--- config.mk ---
export PLATFORM = sky130hd
export DESIGN_NAME = grid_wall_map_frontier_update
export DESIGN_NICKNAME = d
export VERILOG_FILES = /design/src/hdl/gwm_pkg.sv /design/src/hdl/grid_wall_map_frontier_update.sv /design/src/hdl/gwm_ram.sv /design/src/hdl/gwm_ctrl.sv /design/src/hdl/gwm_datapath.sv
export VERILOG_INCLUDE_DIRS = /design/src /design/src/hdl
export SDC_FILE = /design/constraint.sdc
export NUM_CORES = 1
export LEC_CHECK = 0
export BUFFER_PORTS_ARGS = -buffer_cell sky130_fd_sc_hd__clkbuf_2
export CORE_ASPECT_RATIO = 1.25
export CORE_MARGIN = 4
export CORE_UTILIZATION = 30
export CTS_CLUSTER_SIZE = 16
export DETAILED_ROUTE_END_ITERATION = 8
export PLACE_DENSITY = 0.49
export SLEW_MARGIN = 10
export SYNTH_ARGS = -nofsm -noshare
export SYNTH_HDL_FRONTEND = slang
export SYNTH_SLANG_ARGS = --single-unit
--- constraint.sdc ---
create_clock -name clk -period 5.7 [get_ports clk]
set_input_delay 0 -clock clk [delete_from_list [all_inputs] [get_ports clk]]
set_output_delay 0 -clock clk [all_outputs]
set_load 0.1 [all_outputs]
--- src/hdl/assert_macros.svh ---
// Assertion macros shared by the grid wall map RTL.
`ifndef ASSERT_MACROS_SVH
`define ASSERT_MACROS_SVH

// Same-cycle implication, checked out of reset.
`define ASSERT_IMPL(lbl, ante, cons) \
    lbl: assert property (@(posedge clk) disable iff (!rst_n) (ante) |-> (cons)) \
        else $error("assertion failed: same-cycle implication");

// Next-cycle implication, checked out of reset.
`define ASSERT_NEXT(lbl, ante, cons) \
    lbl: assert property (@(posedge clk) disable iff (!rst_n) (ante) |=> (cons)) \
        else $error("assertion failed: next-cycle implication");

`endif

--- src/hdl/gwm_pkg.sv ---
// Types, constants and helper functions of the grid wall map block.
package gwm_pkg;

    localparam int X_LAST_DEF = 8;
    localparam int Y_LAST_DEF = 8;
    localparam int WORD_W     = 11;

    // Stored map entry: visited flag above the cell word
    localparam int ENTRY_W    = WORD_W + 1;
    localparam int VIS_POS    = WORD_W;

    typedef logic [WORD_W-1:0] word_t;

    // Cell word layout
    localparam word_t S_BIT      = 11'h001;
    localparam word_t SK_BIT     = 11'h002;
    localparam word_t E_BIT      = 11'h004;
    localparam word_t EK_BIT     = 11'h008;
    localparam word_t N_BIT      = 11'h010;
    localparam word_t NK_BIT     = 11'h020;
    localparam word_t W_BIT      = 11'h040;
    localparam word_t WK_BIT     = 11'h080;
    localparam word_t COLOR_BIT  = 11'h100;
    localparam word_t SHAPE_BITS = 11'h600;
    localparam int    SHAPE_LSB  = 9;

    localparam logic [1:0] SHAPE_NONE = 2'd0;

    // Side order of the walk: west, north, east, south
    localparam logic [1:0] SIDE_WEST  = 2'd0;
    localparam logic [1:0] SIDE_NORTH = 2'd1;
    localparam logic [1:0] SIDE_EAST  = 2'd2;
    localparam logic [1:0] SIDE_SOUTH = 2'd3;

    // Heading codes and the side each one excludes from pushing
    localparam logic [1:0] HEAD_SKIP_SOUTH = 2'd0;
    localparam logic [1:0] HEAD_SKIP_WEST  = 2'd1;
    localparam logic [1:0] HEAD_SKIP_NORTH = 2'd2;
    localparam logic [1:0] HEAD_SKIP_EAST  = 2'd3;

    typedef enum logic [2:0] {
        ST_IDLE,
        ST_EVAL,
        ST_RD,
        ST_WR,
        ST_SELF,
        ST_EMIT
    } gwm_state_t;

    typedef struct packed {
        logic       load;
        logic       eval;
        logic       rd;
        logic       wr;
        logic       self_wr;
        logic       pop;
        logic [1:0] side;
    } gwm_cmd_t;

    typedef struct packed {
        logic in_grid;
        logic last;
    } gwm_status_t;

    // Heading code that excludes a given side
    function automatic logic [1:0] skip_code(logic [1:0] side);
        logic [1:0] code;
        case (side)
            SIDE_WEST:  code = HEAD_SKIP_WEST;
            SIDE_NORTH: code = HEAD_SKIP_NORTH;
            SIDE_EAST:  code = HEAD_SKIP_EAST;
            SIDE_SOUTH: code = HEAD_SKIP_SOUTH;
            default:    code = HEAD_SKIP_SOUTH;
        endcase
        return code;
    endfunction

    // Update the neighbour word: the side facing the reported cell gets the
    // wall bit set or cleared and its known bit set
    function automatic word_t put_side(word_t w, logic [1:0] side, logic wall);
        word_t wm;
        word_t km;
        word_t v;
        case (side)
            SIDE_WEST:  begin wm = E_BIT; km = EK_BIT; end
            SIDE_NORTH: begin wm = S_BIT; km = SK_BIT; end
            SIDE_EAST:  begin wm = W_BIT; km = WK_BIT; end
            SIDE_SOUTH: begin wm = N_BIT; km = NK_BIT; end
            default:    begin wm = N_BIT; km = NK_BIT; end
        endcase
        v = wall ? (w | wm) : (w & ~wm);
        return v | km;
    endfunction

endpackage

--- src/hdl/grid_wall_map_frontier_update.sv ---
// Top level of the grid wall map frontier update block.
// Usage:
//   Input channel (in_valid/in_ready) takes one cell report: coordinates,
//   four wall bits, treasure shape and color, heading. Output channel
//   (out_valid/out_ready) gives one result per frontier push in the order
//   west, north, east, south, or a single result with push_valid low when
//   nothing is pushed; last marks the final result of a report.
// Timing:
//   A report inside the grid goes through its transfer, a setup state, a
//   read and a write of the map RAM for each of the four neighbours, where
//   each push is decided, and the write of the cell itself, and then gives
//   its results, one per result transfer. A report outside the grid goes
//   from the setup state straight to its result. The single-port-pair map
//   RAM sets this sequence; one item is in work at a time.
// Reset:
//   rst_n clears both maps (through per-entry flags) and the controller.
// Stall:
//   While out_ready is low the current result holds and no new report is
//   taken.
module grid_wall_map_frontier_update #(
    parameter int X_LAST = gwm_pkg::X_LAST_DEF,
    parameter int Y_LAST = gwm_pkg::Y_LAST_DEF
) (
    input  logic        clk,
    input  logic        rst_n,
    input  logic        in_valid,
    output logic        in_ready,
    input  logic [3:0]  cell_x,
    input  logic [3:0]  cell_y,
    input  logic        wall_west,
    input  logic        wall_north,
    input  logic        wall_east,
    input  logic        wall_south,
    input  logic [1:0]  treasure_shape,
    input  logic        treasure_color,
    input  logic [1:0]  heading,
    output logic        out_valid,
    input  logic        out_ready,
    output logic [10:0] cell_word,
    output logic        push_valid,
    output logic [3:0]  push_x,
    output logic [3:0]  push_y,
    output logic        last
);

    import gwm_pkg::*;

    gwm_cmd_t    cmd;
    gwm_status_t status;

    // Sequence the work of one item
    gwm_ctrl u_ctrl (
        .clk       (clk),
        .rst_n     (rst_n),
        .in_valid  (in_valid),
        .in_ready  (in_ready),
        .out_valid (out_valid),
        .out_ready (out_ready),
        .status    (status),
        .cmd       (cmd)
    );

    // Hold the item, the maps and the result fields
    gwm_datapath #(
        .X_LAST (X_LAST),
        .Y_LAST (Y_LAST)
    ) u_datapath (
        .clk            (clk),
        .rst_n          (rst_n),
        .cmd            (cmd),
        .status         (status),
        .cell_x         (cell_x),
        .cell_y         (cell_y),
        .wall_west      (wall_west),
        .wall_north     (wall_north),
        .wall_east      (wall_east),
        .wall_south     (wall_south),
        .treasure_shape (treasure_shape),
        .treasure_color (treasure_color),
        .heading        (heading),
        .cell_word      (cell_word),
        .push_valid     (push_valid),
        .push_x         (push_x),
        .push_y         (push_y),
        .last           (last)
    );

endmodule

--- src/hdl/gwm_ram.sv ---
// Generic single-write, single-read RAM with registered read data.
module gwm_ram #(
    parameter int WIDTH  = 11,
    parameter int DEPTH  = 81,
    parameter int ADDR_W = $clog2(DEPTH)
) (
    input  logic              clk,
    input  logic              we,
    input  logic [ADDR_W-1:0] waddr,
    input  logic [WIDTH-1:0]  wdata,
    input  logic              re,
    input  logic [ADDR_W-1:0] raddr,
    output logic [WIDTH-1:0]  rdata
);

    logic [WIDTH-1:0] mem [DEPTH];

    // Write port
    always_ff @(posedge clk)
    begin
        if (we)
        begin
            mem[waddr] <= wdata;
        end
    end

    // Registered read port
    always_ff @(posedge clk)
    begin
        if (re)
        begin
            rdata <= mem[raddr];
        end
    end

endmodule

--- src/hdl/gwm_ctrl.sv ---
// Controller state machine of the grid wall map block.
`include "assert_macros.svh"

module gwm_ctrl (
    input  logic                clk,
    input  logic                rst_n,
    input  logic                in_valid,
    output logic                in_ready,
    output logic                out_valid,
    input  logic                out_ready,
    input  gwm_pkg::gwm_status_t status,
    output gwm_pkg::gwm_cmd_t   cmd
);

    import gwm_pkg::*;

    gwm_state_t state_reg, state_next;
    logic [1:0] side_reg, side_next;

    // Hold state and side counter
    always_ff @(posedge clk or negedge rst_n)
    begin
        if (!rst_n)
        begin
            state_reg <= ST_IDLE;
            side_reg  <= SIDE_WEST;
        end
        else
        begin
            state_reg <= state_next;
            side_reg  <= side_next;
        end
    end

    // Sequence one item: evaluate, walk four neighbours and write own cell if in grid, emit
    always_comb
    begin
        state_next  = state_reg;
        side_next   = side_reg;
        in_ready    = 1'b0;
        out_valid   = 1'b0;
        cmd         = '0;
        cmd.side    = side_reg;
        case (state_reg)
            ST_IDLE:
            begin
                in_ready = 1'b1;
                if (in_valid)
                begin
                    cmd.load   = 1'b1;
                    state_next = ST_EVAL;
                end
            end
            ST_EVAL:
            begin
                cmd.eval  = 1'b1;
                side_next = SIDE_WEST;
                state_next = status.in_grid ? ST_RD : ST_EMIT;
            end
            ST_RD:
            begin
                cmd.rd     = 1'b1;
                state_next = ST_WR;
            end
            ST_WR:
            begin
                cmd.wr = 1'b1;
                if (side_reg == SIDE_SOUTH)
                begin
                    state_next = ST_SELF;
                end
                else
                begin
                    side_next  = side_reg + 2'd1;
                    state_next = ST_RD;
                end
            end
            ST_SELF:
            begin
                cmd.self_wr = 1'b1;
                state_next  = ST_EMIT;
            end
            ST_EMIT:
            begin
                out_valid = 1'b1;
                if (out_ready)
                begin
                    cmd.pop = 1'b1;
                    if (status.last)
                    begin
                        state_next = ST_IDLE;
                    end
                end
            end
            default:
            begin
                state_next = ST_IDLE;
            end
        endcase
    end

    `ASSERT_IMPL(a_no_overlap, out_valid, !in_ready)
    `ASSERT_NEXT(a_walk_ends, state_reg == ST_WR && side_reg == SIDE_SOUTH, state_reg == ST_SELF)

endmodule

--- src/hdl/gwm_datapath.sv ---
// Datapath of the grid wall map block: item registers, maps and result mux.
`include "assert_macros.svh"

module gwm_datapath #(
    parameter int X_LAST = gwm_pkg::X_LAST_DEF,
    parameter int Y_LAST = gwm_pkg::Y_LAST_DEF
) (
    input  logic                 clk,
    input  logic                 rst_n,
    input  gwm_pkg::gwm_cmd_t    cmd,
    output gwm_pkg::gwm_status_t status,
    input  logic [3:0]           cell_x,
    input  logic [3:0]           cell_y,
    input  logic                 wall_west,
    input  logic                 wall_north,
    input  logic                 wall_east,
    input  logic                 wall_south,
    input  logic [1:0]           treasure_shape,
    input  logic                 treasure_color,
    input  logic [1:0]           heading,
    output logic [10:0]          cell_word,
    output logic                 push_valid,
    output logic [3:0]           push_x,
    output logic [3:0]           push_y,
    output logic                 last
);

    import gwm_pkg::*;

    localparam int CELLS = (X_LAST + 1) * (Y_LAST + 1);
    localparam int AW    = $clog2(CELLS);
    localparam int XB    = $clog2(X_LAST + 1);
    localparam int YB    = $clog2(Y_LAST + 1);
    localparam int CW0   = (XB > 4) ? XB : 4;
    localparam int CW    = (YB > CW0) ? YB : CW0;

    logic [CW-1:0]    x_reg, y_reg;
    logic [3:0]       walls_reg;
    logic [1:0]       heading_reg;
    word_t            word_reg;
    logic [3:0]       ok_reg;
    logic             in_grid_reg;
    logic [3:0]       mask_reg;
    logic [CELLS-1:0] known_reg;

    logic [CW-1:0]      nx [4];
    logic [CW-1:0]      ny [4];
    logic [AW-1:0]      n_idx [4];
    logic [AW-1:0]      self_idx;
    logic [AW-1:0]      side_idx;
    word_t              word_in;
    logic [ENTRY_W-1:0] ram_rdata;
    word_t              rd_word;
    logic               rd_visited;
    logic               self_visited;
    logic               push_now;
    logic               self_rd;
    logic               ram_re;
    logic [AW-1:0]      ram_raddr;
    logic               ram_we;
    logic [AW-1:0]      ram_waddr;
    logic [ENTRY_W-1:0] ram_wdata;
    logic [1:0]         sel;
    logic               in_grid_in;

    // Build the word of the reported cell from the input fields
    always_comb
    begin
        word_in = SK_BIT | EK_BIT | NK_BIT | WK_BIT;
        if (wall_south) word_in = word_in | S_BIT;
        if (wall_east)  word_in = word_in | E_BIT;
        if (wall_north) word_in = word_in | N_BIT;
        if (wall_west)  word_in = word_in | W_BIT;
        if (treasure_shape != SHAPE_NONE)
        begin
            word_in = word_in | (word_t'(treasure_shape) << SHAPE_LSB) & SHAPE_BITS;
            if (treasure_color) word_in = word_in | COLOR_BIT;
        end
    end

    assign in_grid_in = (int'(cell_x) <= X_LAST) && (int'(cell_y) <= Y_LAST);

    // Latch the item at transfer
    always_ff @(posedge clk)
    begin
        if (cmd.load)
        begin
            x_reg       <= CW'(cell_x);
            y_reg       <= CW'(cell_y);
            walls_reg   <= {wall_south, wall_east, wall_north, wall_west};
            heading_reg <= heading;
            word_reg    <= word_in;
            in_grid_reg <= in_grid_in;
            ok_reg[SIDE_WEST]  <= in_grid_in && (cell_x != 4'd0);
            ok_reg[SIDE_NORTH] <= in_grid_in && (cell_y != 4'd0);
            ok_reg[SIDE_EAST]  <= in_grid_in && (int'(cell_x) < X_LAST);
            ok_reg[SIDE_SOUTH] <= in_grid_in && (int'(cell_y) < Y_LAST);
        end
    end

    // Neighbour coordinates and map indices
    always_comb
    begin
        nx[SIDE_WEST]  = x_reg - CW'(1);
        ny[SIDE_WEST]  = y_reg;
        nx[SIDE_NORTH] = x_reg;
        ny[SIDE_NORTH] = y_reg - CW'(1);
        nx[SIDE_EAST]  = x_reg + CW'(1);
        ny[SIDE_EAST]  = y_reg;
        nx[SIDE_SOUTH] = x_reg;
        ny[SIDE_SOUTH] = y_reg + CW'(1);
        for (int k = 0; k < 4; k++)
        begin
            n_idx[k] = AW'(int'(nx[k]) * (Y_LAST + 1) + int'(ny[k]));
        end
        self_idx = AW'(int'(x_reg) * (Y_LAST + 1) + int'(y_reg));
        side_idx = n_idx[cmd.side];
    end

    // Read data of unwritten entries counts as zero
    assign rd_word      = known_reg[side_idx] ? ram_rdata[WORD_W-1:0] : '0;
    assign rd_visited   = known_reg[side_idx] && ram_rdata[VIS_POS];
    assign self_visited = known_reg[self_idx] && ram_rdata[VIS_POS];

    // Decide the push of the current side: open, in grid, unvisited, not skipped
    assign push_now = cmd.wr && ok_reg[cmd.side] && !walls_reg[cmd.side] && !rd_visited
                      && (heading_reg != skip_code(cmd.side));

    // Hold pending pushes; drop the oldest at each result transfer
    always_ff @(posedge clk or negedge rst_n)
    begin
        if (!rst_n)
        begin
            mask_reg <= '0;
        end
        else if (cmd.eval)
        begin
            mask_reg <= '0;
        end
        else if (push_now)
        begin
            mask_reg[cmd.side] <= 1'b1;
        end
        else if (cmd.pop)
        begin
            mask_reg <= mask_reg & (mask_reg - 4'd1);
        end
    end

    // Track which map entries were written since reset
    always_ff @(posedge clk or negedge rst_n)
    begin
        if (!rst_n)
        begin
            known_reg <= '0;
        end
        else if (cmd.wr && ok_reg[cmd.side])
        begin
            known_reg[side_idx] <= 1'b1;
        end
        else if (cmd.self_wr)
        begin
            known_reg[self_idx] <= 1'b1;
        end
    end

    // Read the neighbour entry, or the own entry during the last neighbour write
    assign self_rd   = cmd.wr && (cmd.side == SIDE_SOUTH);
    assign ram_re    = (cmd.rd && ok_reg[cmd.side]) || self_rd;
    assign ram_raddr = self_rd ? self_idx : side_idx;

    // Write back the neighbour with its mirrored wall and visited mark, then
    // the reported cell's word with its own visited flag kept
    assign ram_we    = (cmd.wr && ok_reg[cmd.side]) || cmd.self_wr;
    assign ram_waddr = cmd.self_wr ? self_idx : side_idx;
    assign ram_wdata = cmd.self_wr ? {self_visited, word_reg}
                                   : {rd_visited | push_now,
                                      put_side(rd_word, cmd.side, walls_reg[cmd.side])};

    gwm_ram #(
        .WIDTH (ENTRY_W),
        .DEPTH (CELLS)
    ) u_wall_map (
        .clk   (clk),
        .we    (ram_we),
        .waddr (ram_waddr),
        .wdata (ram_wdata),
        .re    (ram_re),
        .raddr (ram_raddr),
        .rdata (ram_rdata)
    );

    // Pick the oldest pending push for the result
    always_comb
    begin
        sel = SIDE_WEST;
        for (int k = 3; k >= 0; k--)
        begin
            if (mask_reg[k]) sel = 2'(k);
        end
    end

    assign cell_word  = word_reg;
    assign push_valid = |mask_reg;
    assign push_x     = push_valid ? nx[sel][3:0] : 4'd0;
    assign push_y     = push_valid ? ny[sel][3:0] : 4'd0;
    assign last       = (mask_reg & (mask_reg - 4'd1)) == 4'd0;

    assign status.in_grid = in_grid_reg;
    assign status.last    = last;

    `ASSERT_NEXT(a_last_drains, cmd.pop && status.last, mask_reg == 4'd0)
    `ASSERT_IMPL(a_wr_in_walk, ram_we, cmd.wr || cmd.self_wr)
    `ASSERT_IMPL(a_push_known, cmd.pop && push_valid, known_reg[n_idx[sel]])

endmodule

### After elaboration in Yosys (flattened, before gate mapping)

Memories as Yosys holds them, arrays and structs flattened. A register that Yosys moved wholly into a read port is not among the register bits.
Index checks and enable logic that the tools add are counted.

* add/sub/neg operators: 11
* multiply operators: 3
* order comparisons: 12
* equal/unequal tests: 13
* multiplexer cells: 68
* bitwise operators: 12
* reductions and logical operators: 32

Operators by type and width (count)
* $mux 81: 2
* $or 81x81->81: 2
* $pmux 11 s4: 2
* $mux 4: 9
* $add 7x5->7: 5
* $mux 7: 5
* $mux 11: 3
* $or 11x11->11: 2
* $mul 4x4->7 const B: 3
* $mux 1: 20
* $mux 3: 6
* $pmux 3 s6: 1
* $bmux 4 s2: 2
* $logic_and 1x1->1: 16
* $lt 7x8->1 const B: 2
* $bmux 1 s7: 2
* $bmux 7 s2: 1
* $demux 1 s7: 2
* $ge 7x1->1 const B: 2
* $mux 12: 1
* $sub 4x1->4 const B: 3
* $and 11x11->11: 1
* $not 11->11: 1
* $or 8x11->11: 1
* 36 further kinds: 57

* bits in registers: 120
* bits in writable memories: 972
* input bits: 21
* output and inout bits: 23
* logic and storage cells: 163
* memories kept: 1

Memory list
* u_datapath.u_wall_map.mem: depth 81, bits a word 12, rd ports 1, clocked after Yosys merged registers in 1, wr ports 1, RTL line gwm_ram.sv:16 `logic [WIDTH-1:0] mem [DEPTH];`

### Longest topological paths before layout

Gate-level depths: netlist of run 1.

* depth in word-level cells: 14
* depth in mapped cells: 17
* depth with buffers taken out: 16

### By module

A second synthesis of run 1 with hierarchy kept.

* cell total of the unflattened synthesis: 2657
* area total of the unflattened synthesis: 46545.9 um^2

Modules (own cells, without submodules)
* gwm_ram: instances 1, cells an instance 1737, area an instance 37950.1 um^2, sequential area each 29548.3 um^2
* gwm_datapath: instances 1, cells an instance 882, area an instance 8234.1 um^2, sequential area each 2787.7 um^2
* gwm_ctrl: instances 1, cells an instance 38, area an instance 361.6 um^2, sequential area each 125.1 um^2

### Worst setup path after synthesis of run 1

OpenSTA, ideal clock, no wires.

* kind: register -> register
* from: reg u_datapath.x_reg[1]
* to: mem u_datapath.u_wall_map.mem[0][11] (netlist name), data pin
* library setup time: 423 ps
* arrival: 4840 ps
* required time: 5277 ps
* path slack: 437 ps
* stages on the path, launching flop included: 17
* buffers on the path: 2
* clock period less this slack: 5263 ps
* path through: edfxtp_1 > inv_1 > ha_1 > inv_1 > ha_1 > ha_1 > inv_1 > fa_1 > mux4_2 > buf_6 > clkbuf_1 > a21oi_1 > nor3_1 > nor4_1 > o211ai_1 > a31oi_4 > o31a_1

* longest elaborated chain between the ends: 14
* elaborated cells between the ends (all ways): 24
* classes of those cells: add/sub (7); mul (3); mux (8); bitwise (1); reduce/logical (5)

RTL lines
* start, declared: RTL line gwm_datapath.sv:37 `logic [CW-1:0] x_reg, y_reg;`
* start signal, assigned: RTL line gwm_datapath.sv:88 `x_reg <= CW'(cell_x);`
* $add 4x1->4 / $sub 4x1->4 (equally long branches): RTL line gwm_datapath.sv:108, gwm_datapath.sv:104
* $mul 4x4->7: RTL line gwm_datapath.sv:114 `n_idx[k] = AW'(int'(nx[k]) * (Y_LAST + 1) + int'(ny[k]));`
* $add 7x5->7: RTL line gwm_datapath.sv:114
* $bmux 7 s2: RTL line gwm_datapath.sv:117 `side_idx = n_idx[cmd.side];`
* $mux 7 (not written as such) (2 in series): RTL line gwm_datapath.sv:117
* $bmux 1 s7: RTL line gwm_datapath.sv:122 `assign rd_visited = known_reg[side_idx] && ram_rdata[VIS_POS];`
* $mux 1 (not written as such): RTL line gwm_datapath.sv:122
* $logic_and 1x1->1: RTL line gwm_datapath.sv:122
* $logic_not 1->1: RTL line gwm_datapath.sv:126 `assign push_now = cmd.wr && ok_reg[cmd.side] && !walls_reg[cmd.side] && !rd_visited`
* $logic_and 1x1->1: RTL line gwm_datapath.sv:126
* $logic_and 1x1->1: RTL line gwm_datapath.sv:127 `&& (heading_reg != skip_code(cmd.side));`
* $or 1x1->1: RTL line gwm_datapath.sv:177 `: {rd_visited | push_now,`
* $mux 12 (*): RTL line gwm_datapath.sv:176 `assign ram_wdata = cmd.self_wr ? {self_visited, word_reg}`
* via u_datapath.ram_wdata[11]: RTL line gwm_datapath.sv:62 `logic [ENTRY_W-1:0] ram_wdata;`
* end, declared: RTL line gwm_ram.sv:16

Mark *: on every way through the listed nets, which the timed path passes. The rest lies on a longest branch. The select of a mux whose other input is x is not followed.

### Worst setup path after layout of run 1

* from: reg u_datapath.x_reg[0]
* to: mem u_datapath.u_wall_map.mem[58][11] (netlist name), data pin

The elaborated chain is that of the path after synthesis.

==> results.md, run 1 <==
- CTS root buf: clkbuf_16
- Critical path class: reg2reg
- Initial antenna violation count: 0
- Core area: 0.0413 mm²
- Ports: 44
- R2R Path End: u_datapath.u_wall_map.mem[58][11]
- Post-CTS setup buffers: 0
- Layout Nets: 1336
- Area Overhead vs Synth: 12.5%
- Fmax: 0.192 GHz
- Worst-path clk slew: 0.08 ns
- Number of failing hold endpoints at the final stage: 0
- Slowest cell delay on critical path: 0.75 ns
- First-pass GRT wire length: 62100 µm
- Hold Path Class: in2async
- Pre-antenna DRT Iters: 5
- Static leakage: 0.00545 µW
- Peak supply drop: 0.000351 V
- DRC viols: 0
- Reg2Reg Depth: 16
- Unique cell type count in the Yosys netlist: 84
- Max-capacitance violation count: 0
- Number of synthesized flops with an enable pin: 104
- Setup Total Neg Slack: 0 ns
- Sequential area share after synthesis: 0.427
- Final setup vio count: 0
- Site row count: 83
- Antenna Nets Post-Route: 0
- Initial Util: 0.305
- Final worst setup slack: 0.486 ns
- CTS Buffer Depth: 2
- Vias in the first global route: 10300
- Die width: 191 µm
- Crit-path max FO: 81
- Num CTS Buffers: 17
- #FFs+latches synth: 194
- Reg2reg start: u_datapath.x_reg[0]
- Minimum clock period: 5.21 ns
- Yosys warning count: 0
- Status: complete, no violations
- Via count: 10100
- Antenna cell count: 0
- Synthesized area: 0.0126 mm²
- Sequential Area: 0.00538 mm²
- Number of port buffers: 39
- DP Wirelength: 27900 µm
- Worst slew margin: 0.210
- Global Route Usage Sum: 0.178
- Number of clock sinks: 194
- Critical path cell sequence: inv_1 -> ha_1 -> inv_1 -> ha_1 -> ha_1 -> inv_1 -> fa_1 -> mux4_2 -> mux4_2 -> nor2_1 -> o21ai_1 -> and3_4 -> o31ai_4 -> a31oi_4 -> o31a_2 -> buf_12
- Main synth FF type: edfxtp_1
- Critical path's slowest cell: mux4_2
- DIE HEIGHT: 237 µm
- Place WS: 0.547 ns
- Final Core Density: 0.343
- Via density per instance: 5.54
- Fillers: 4250
- Gp weighted congestion: 0.892
- Cell count after synthesis: 1238
- Worst slew pin tran: 1.18 ns
- Skew-Pair Late Insertion Delay: 0.46 ns
- Ys async rst share: 0.464
- Initial DRC Count: 780
- DR WL/cell: 22.0 µm
- DP Cell Count: 1778
- CTS tree: yes
- Slew Viols, Final: 0
- Die Area: 0.0453 mm²
- Post-Layout Cell Count: 1831
- Critical Path Source Type: flop
- Share of layout cells above drive strength 1: 0.138
- Crit path DAT: 5.38 ns
- H-Tree Depth: 4
- P per Cell Area: 668 mW/mm²
- CP required: 5.86 ns
- Post-Route Skew: 0.0136 ns
- Largest net degree at the start of global routing: 82
- Tcrit/Tclk final: 0.915
- Worst Setup End Kind: flop
- Total grt overflow: 0
- Syn_area_per_cell: 10.2 µm²
- R2R setup slack: 0.49 ns
- Multi-input combinational cell area: 0.00674 mm²
- DRT Wirelength: 40400 µm
- RSZ-0062 raised after global routing: false
==> layout by cell type, fill, tap and decap left out, drive strengths merged, types with 21 or more instances in the layout <==
cell / synthesis / layout
a21o: 35 / 35
nand3: 36 / 36
clkbuf: 51 / 55
nand2: 112 / 112
o21ai: 48 / 48
dfrtp: 90 / 90
a21oi: 44 / 44
dlygate4sd3: 0 / 21
a22oi: 24 / 24
ha: 44 / 44
mux2i: 41 / 41
mux4: 41 / 41
nor3: 35 / 35
inv: 27 / 35
a211oi: 21 / 21
o22ai: 40 / 40
nor2: 153 / 153
edfxtp: 104 / 104
buf: 37 / 35
o21bai: 47 / 47
==> final cells by class <==
class / instances / area share
clock buffers: 17 / 0.0300
clock inverters: 15 / 0.0113
inverters: 27 / 0.00715
multi-input cells: 932 / 0.476
flip-flops and latches: 194 / 0.379
well taps: 552 / 0.0487
repair buffers: 94 / 0.0477
==> kinds of logic after synthesis <==
group | after synthesis | synth area share
other cells | 1 | 0.000298
mux | 89 | 0.115
buf+inv | 115 | 0.0415
flops | 194 | 0.427
compound gates | 323 | 0.177
fa+ha+maj | 50 | 0.0525
simple gates | 433 | 0.163
xor+xnor | 33 | 0.0244
==> per-layer routing <==
layer	GRT usage	routed length [µm]	up-vias
li1	-	-	4658
met1	0.229	17100	5084
met2	0.299	19900	320
met3	0.0260	1770	75
met4	0.0732	1580	0
met5	0	0	-
==> Yosys cell counts (36+ instances only) <==
cell / instances / share of area
o21ai_0: 37 / 0.015
mux2i_1: 38 / 0.030
edfxtp_1: 104 / 0.25
o21bai_1: 46 / 0.027
mux4_2: 39 / 0.070
o22ai_1: 40 / 0.020
dfrtp_1: 90 / 0.18
nor2_1: 153 / 0.046
ha_1: 44 / 0.044
a21oi_1: 43 / 0.017
nand3_1: 36 / 0.014
nand2_1: 112 / 0.033
clkbuf_1: 51 / 0.015
==> power breakdown <==
group	switching (µW)	leakage, µW	internal, µW
registers	317	0.00219	2080
clock network	634	0.000288	589
logic	3860	0.00297	1980
==> per-stage QoR <==
step / hold WS (ns) / total power (µW) / area [µm²]
floorplan: -0.296 / 6380 / 12600
global placement: 0.0716 / 8180 / 13400
detailed placement: 0.0684 / 8200 / 13400
CTS: 0.186 / 9470 / 14200
global route: 0.226 / 10000 / 14200
finish: 0.158 / 9460 / 14200
==> repair_timing <==
action                    CTS  global route
hold buffers               21             0
hold endpoints to repair   73             0
resized for setup           0             0
==> worst max-delay path by stage <==
stage                   startpoint                                end  slack [ns]  cells after the start
3_5_place_dp   u_datapath.x_reg[0]  u_datapath.u_wall_map.mem[10][11]        0.55                     16
6_report       u_datapath.x_reg[0]  u_datapath.u_wall_map.mem[58][11]        0.49                     16
4_1_cts        u_datapath.x_reg[0]  u_datapath.u_wall_map.mem[37][11]        0.51                     16
2_1_floorplan  u_datapath.x_reg[1]   u_datapath.u_wall_map.mem[0][11]        0.44                     16
5_1_grt        u_datapath.x_reg[0]  u_datapath.u_wall_map.mem[32][11]        0.22                     17
3_3_place_gp   u_datapath.x_reg[0]  u_datapath.u_wall_map.mem[10][11]        0.66                     16
==> worst max-delay path: cells and delay by family (launching register included) <==
kind	cells	cell delay, ns
DFF	1	0.56
buffers and inverters	4	0.56
adders and majority gates	4	1.36
muxes	2	1.28
and+or+nand+nor	2	0.30
AOI/OAI and AO/OA	4	0.80
Power figures use the tool's default switching activity.
==> run 2: changes to the inputs <==
--- a/config.mk
+++ b/config.mk
@@ -9,10 +9,10 @@
 export BUFFER_PORTS_ARGS = -buffer_cell sky130_fd_sc_hd__clkbuf_2
 export CORE_ASPECT_RATIO = 1.25
 export CORE_MARGIN = 4
-export CORE_UTILIZATION = 30
+export CORE_UTILIZATION = 63
 export CTS_CLUSTER_SIZE = 16
 export DETAILED_ROUTE_END_ITERATION = 8
-export PLACE_DENSITY = 0.49
+export PLACE_DENSITY = 0.86
 export SLEW_MARGIN = 10
 export SYNTH_ARGS = -nofsm -noshare
 export SYNTH_HDL_FRONTEND = slang
==> run 2 against run 1 <==
Final area shrank 3.1%. Clock-buffer cell count is the same. Clock skew hardly changed. Via count rose by 4.4%. Worst hold slack got worse by 0.11 ns. Clock power about the same. Critical endpoint is now u_datapath.u_wall_map.mem[54][11]. Setup slack got worse by 0.0071 ns. Sequential share of layout area is 1.2 points higher. Sequential cell count stayed put. Maximum frequency shrank 0.14%.
==> results.md, run 2 (same netlist as run 1, synthesis figures left out) <==
- Peak supply drop: 0.000483 V
- Setup Total Neg Slack: 0 ns
- Sequential Area: 0.00538 mm²
- Pre-antenna DRT Iters: 5
- Via count: 10600
- CTS tree: yes
- Number of failing hold endpoints at the final stage: 0
- Area Overhead vs Synth: 9.01%
- CTS root buf: clkbuf_16
- Hold Path Class: in2async
- Worst-path clk slew: 0.08 ns
- Via density per instance: 6.90
- DIE HEIGHT: 166 µm
- RSZ-0062 raised after global routing: false
- Reg2reg start: u_datapath.x_reg[0]
- Post-Route Skew: 0.0137 ns
- Multi-input combinational cell area: 0.00674 mm²
- Antenna Nets Post-Route: 0
- P per Cell Area: 670 mW/mm²
- Placement-stage cell area: 0.0129 mm²
- Antenna cell count: 0
- Post-CTS setup buffers: 0
- Vias in the first global route: 10500
- Gp weighted congestion: 1.01
- Fmax: 0.192 GHz
- R2R setup slack: 0.48 ns
- Crit-path max FO: 81
- Crit path DAT: 5.37 ns
- Skew-Pair Late Insertion Delay: 0.45 ns
- Critical Path Source Type: flop
- Die width: 134 µm
- DRT Wirelength: 35200 µm
- Worst Setup End Kind: flop
- Reg2Reg Depth: 16
- DP Wirelength: 24300 µm
- DR WL/cell: 23.0 µm
- Minimum clock period: 5.22 ns
- R2R Path End: u_datapath.u_wall_map.mem[54][11]
- H-Tree Depth: 4
- Static leakage: 0.00538 µW
- Final setup vio count: 0
- Initial DRC Count: 1435
- Share of layout cells above drive strength 1: 0.131
- Max-capacitance violation count: 0
- CP startpoint: u_datapath.x_reg[0]
- Slew Viols, Final: 0
- Worst slew pin tran: 1.36 ns
- Largest net degree at the start of global routing: 82
- Most frequent cells in the layout: 153 x nor2_1, 112 x nand2_1, 104 x edfxtp_1
- Number of port buffers: 39
- Num CTS Buffers: 17
- Tcrit/Tclk final: 0.916
- Core area: 0.0195 mm²
- Critical path class: reg2reg
- Design Area, Final: 0.0137 mm²
- Most common cell after layout, fill and taps aside: nor2_1
- Number of clock sinks: 194
- Total grt overflow: 0
- Global Route Usage Sum: 0.318
- DRC viols: 0
- Ports: 44
- Worst slew margin: 0.0873
- CP required: 5.85 ns
- Layout Nets: 1326
- CTS Buffer Depth: 2
- Status: complete, no violations
- Crit path capture: u_datapath.u_wall_map.mem[54][11]
- First-pass GRT wire length: 55700 µm
- Initial Util: 0.644
- Die Area: 0.0223 mm²
- Initial antenna violation count: 0
- Site row count: 57
- Fillers: 1410
[run 2: repair_timing]
item | 4_1_cts | 5_1_grt
endpoints found under the setup margin | 0 | 81
hold buffers | 21 | 0
resized for setup | 0 | 1
hold endpoints to repair | 60 | 0
[run 2: critical path, cell delays in order, from the launching register on]
cell	delay (ns)
edfxtp_1	0.55
inv_1	0.19
ha_1	0.41
inv_1	0.09
ha_1	0.27
ha_1	0.19
inv_1	0.07
fa_1	0.44
mux4_2	0.77
mux4_2	0.52
nor2_1	0.10
o21ai_1	0.09
and3_4	0.20
o31ai_4	0.26
a31oi_4	0.10
o31a_2	0.38
buf_6	0.26
[run 2: metrics by stage]
stage | utilization | std cells | hold WS [ns] | power (µW) | setup slack [ns]
finish | 0.702 | 1534 | 0.0486 | 9200 | 0.479
global route | 0.702 | 1534 | 0.0951 | 9640 | 0.158
CTS | 0.702 | 1534 | 0.0527 | 9030 | 0.451
detailed placement | 0.662 | 1481 | -0.0116 | 7810 | 0.460
global placement | 0.662 | 1481 | -0.0160 | 7660 | 0.557
floorplan | - | 1241 | -0.296 | 6380 | 0.437
[run 2: worst min path at each step]
stage	start	end	slack, ns
after global routing	rst_n	u_datapath.known_reg[76]	0.1
final	rst_n	u_datapath.known_reg[14]	0.05
after detailed placement	rst_n	u_datapath.known_reg[14]	-0.01
after global placement	rst_n	u_datapath.known_reg[14]	-0.02
after floorplan	rst_n	u_ctrl.side_reg[0]	-0.30
after CTS	rst_n	u_datapath.known_reg[76]	0.05
[run 2: layout make-up]
type,instances,area share
inverters,27,0.00738
clock buffers,17,0.0310
repair buffers,84,0.0431
multi-input cells,932,0.491
flip-flops and latches,194,0.392
well taps,265,0.0242
clock inverters,15,0.0117
[run 2: layer usage]
metal,GRT usage,share of wire,up-vias,wire (µm)
li1,-,-,4650,-
met1,0.403,0.37,5062,13100
met2,0.507,0.47,690,16700
met3,0.0606,0.087,185,3080
met4,0.191,0.067,0,2370
met5,0,0,-,0
[run 2: report_power, final]
group          internal (µW)  switching (µW)
clock                    587             601
sequential              2080             381
combinational           1900            3650
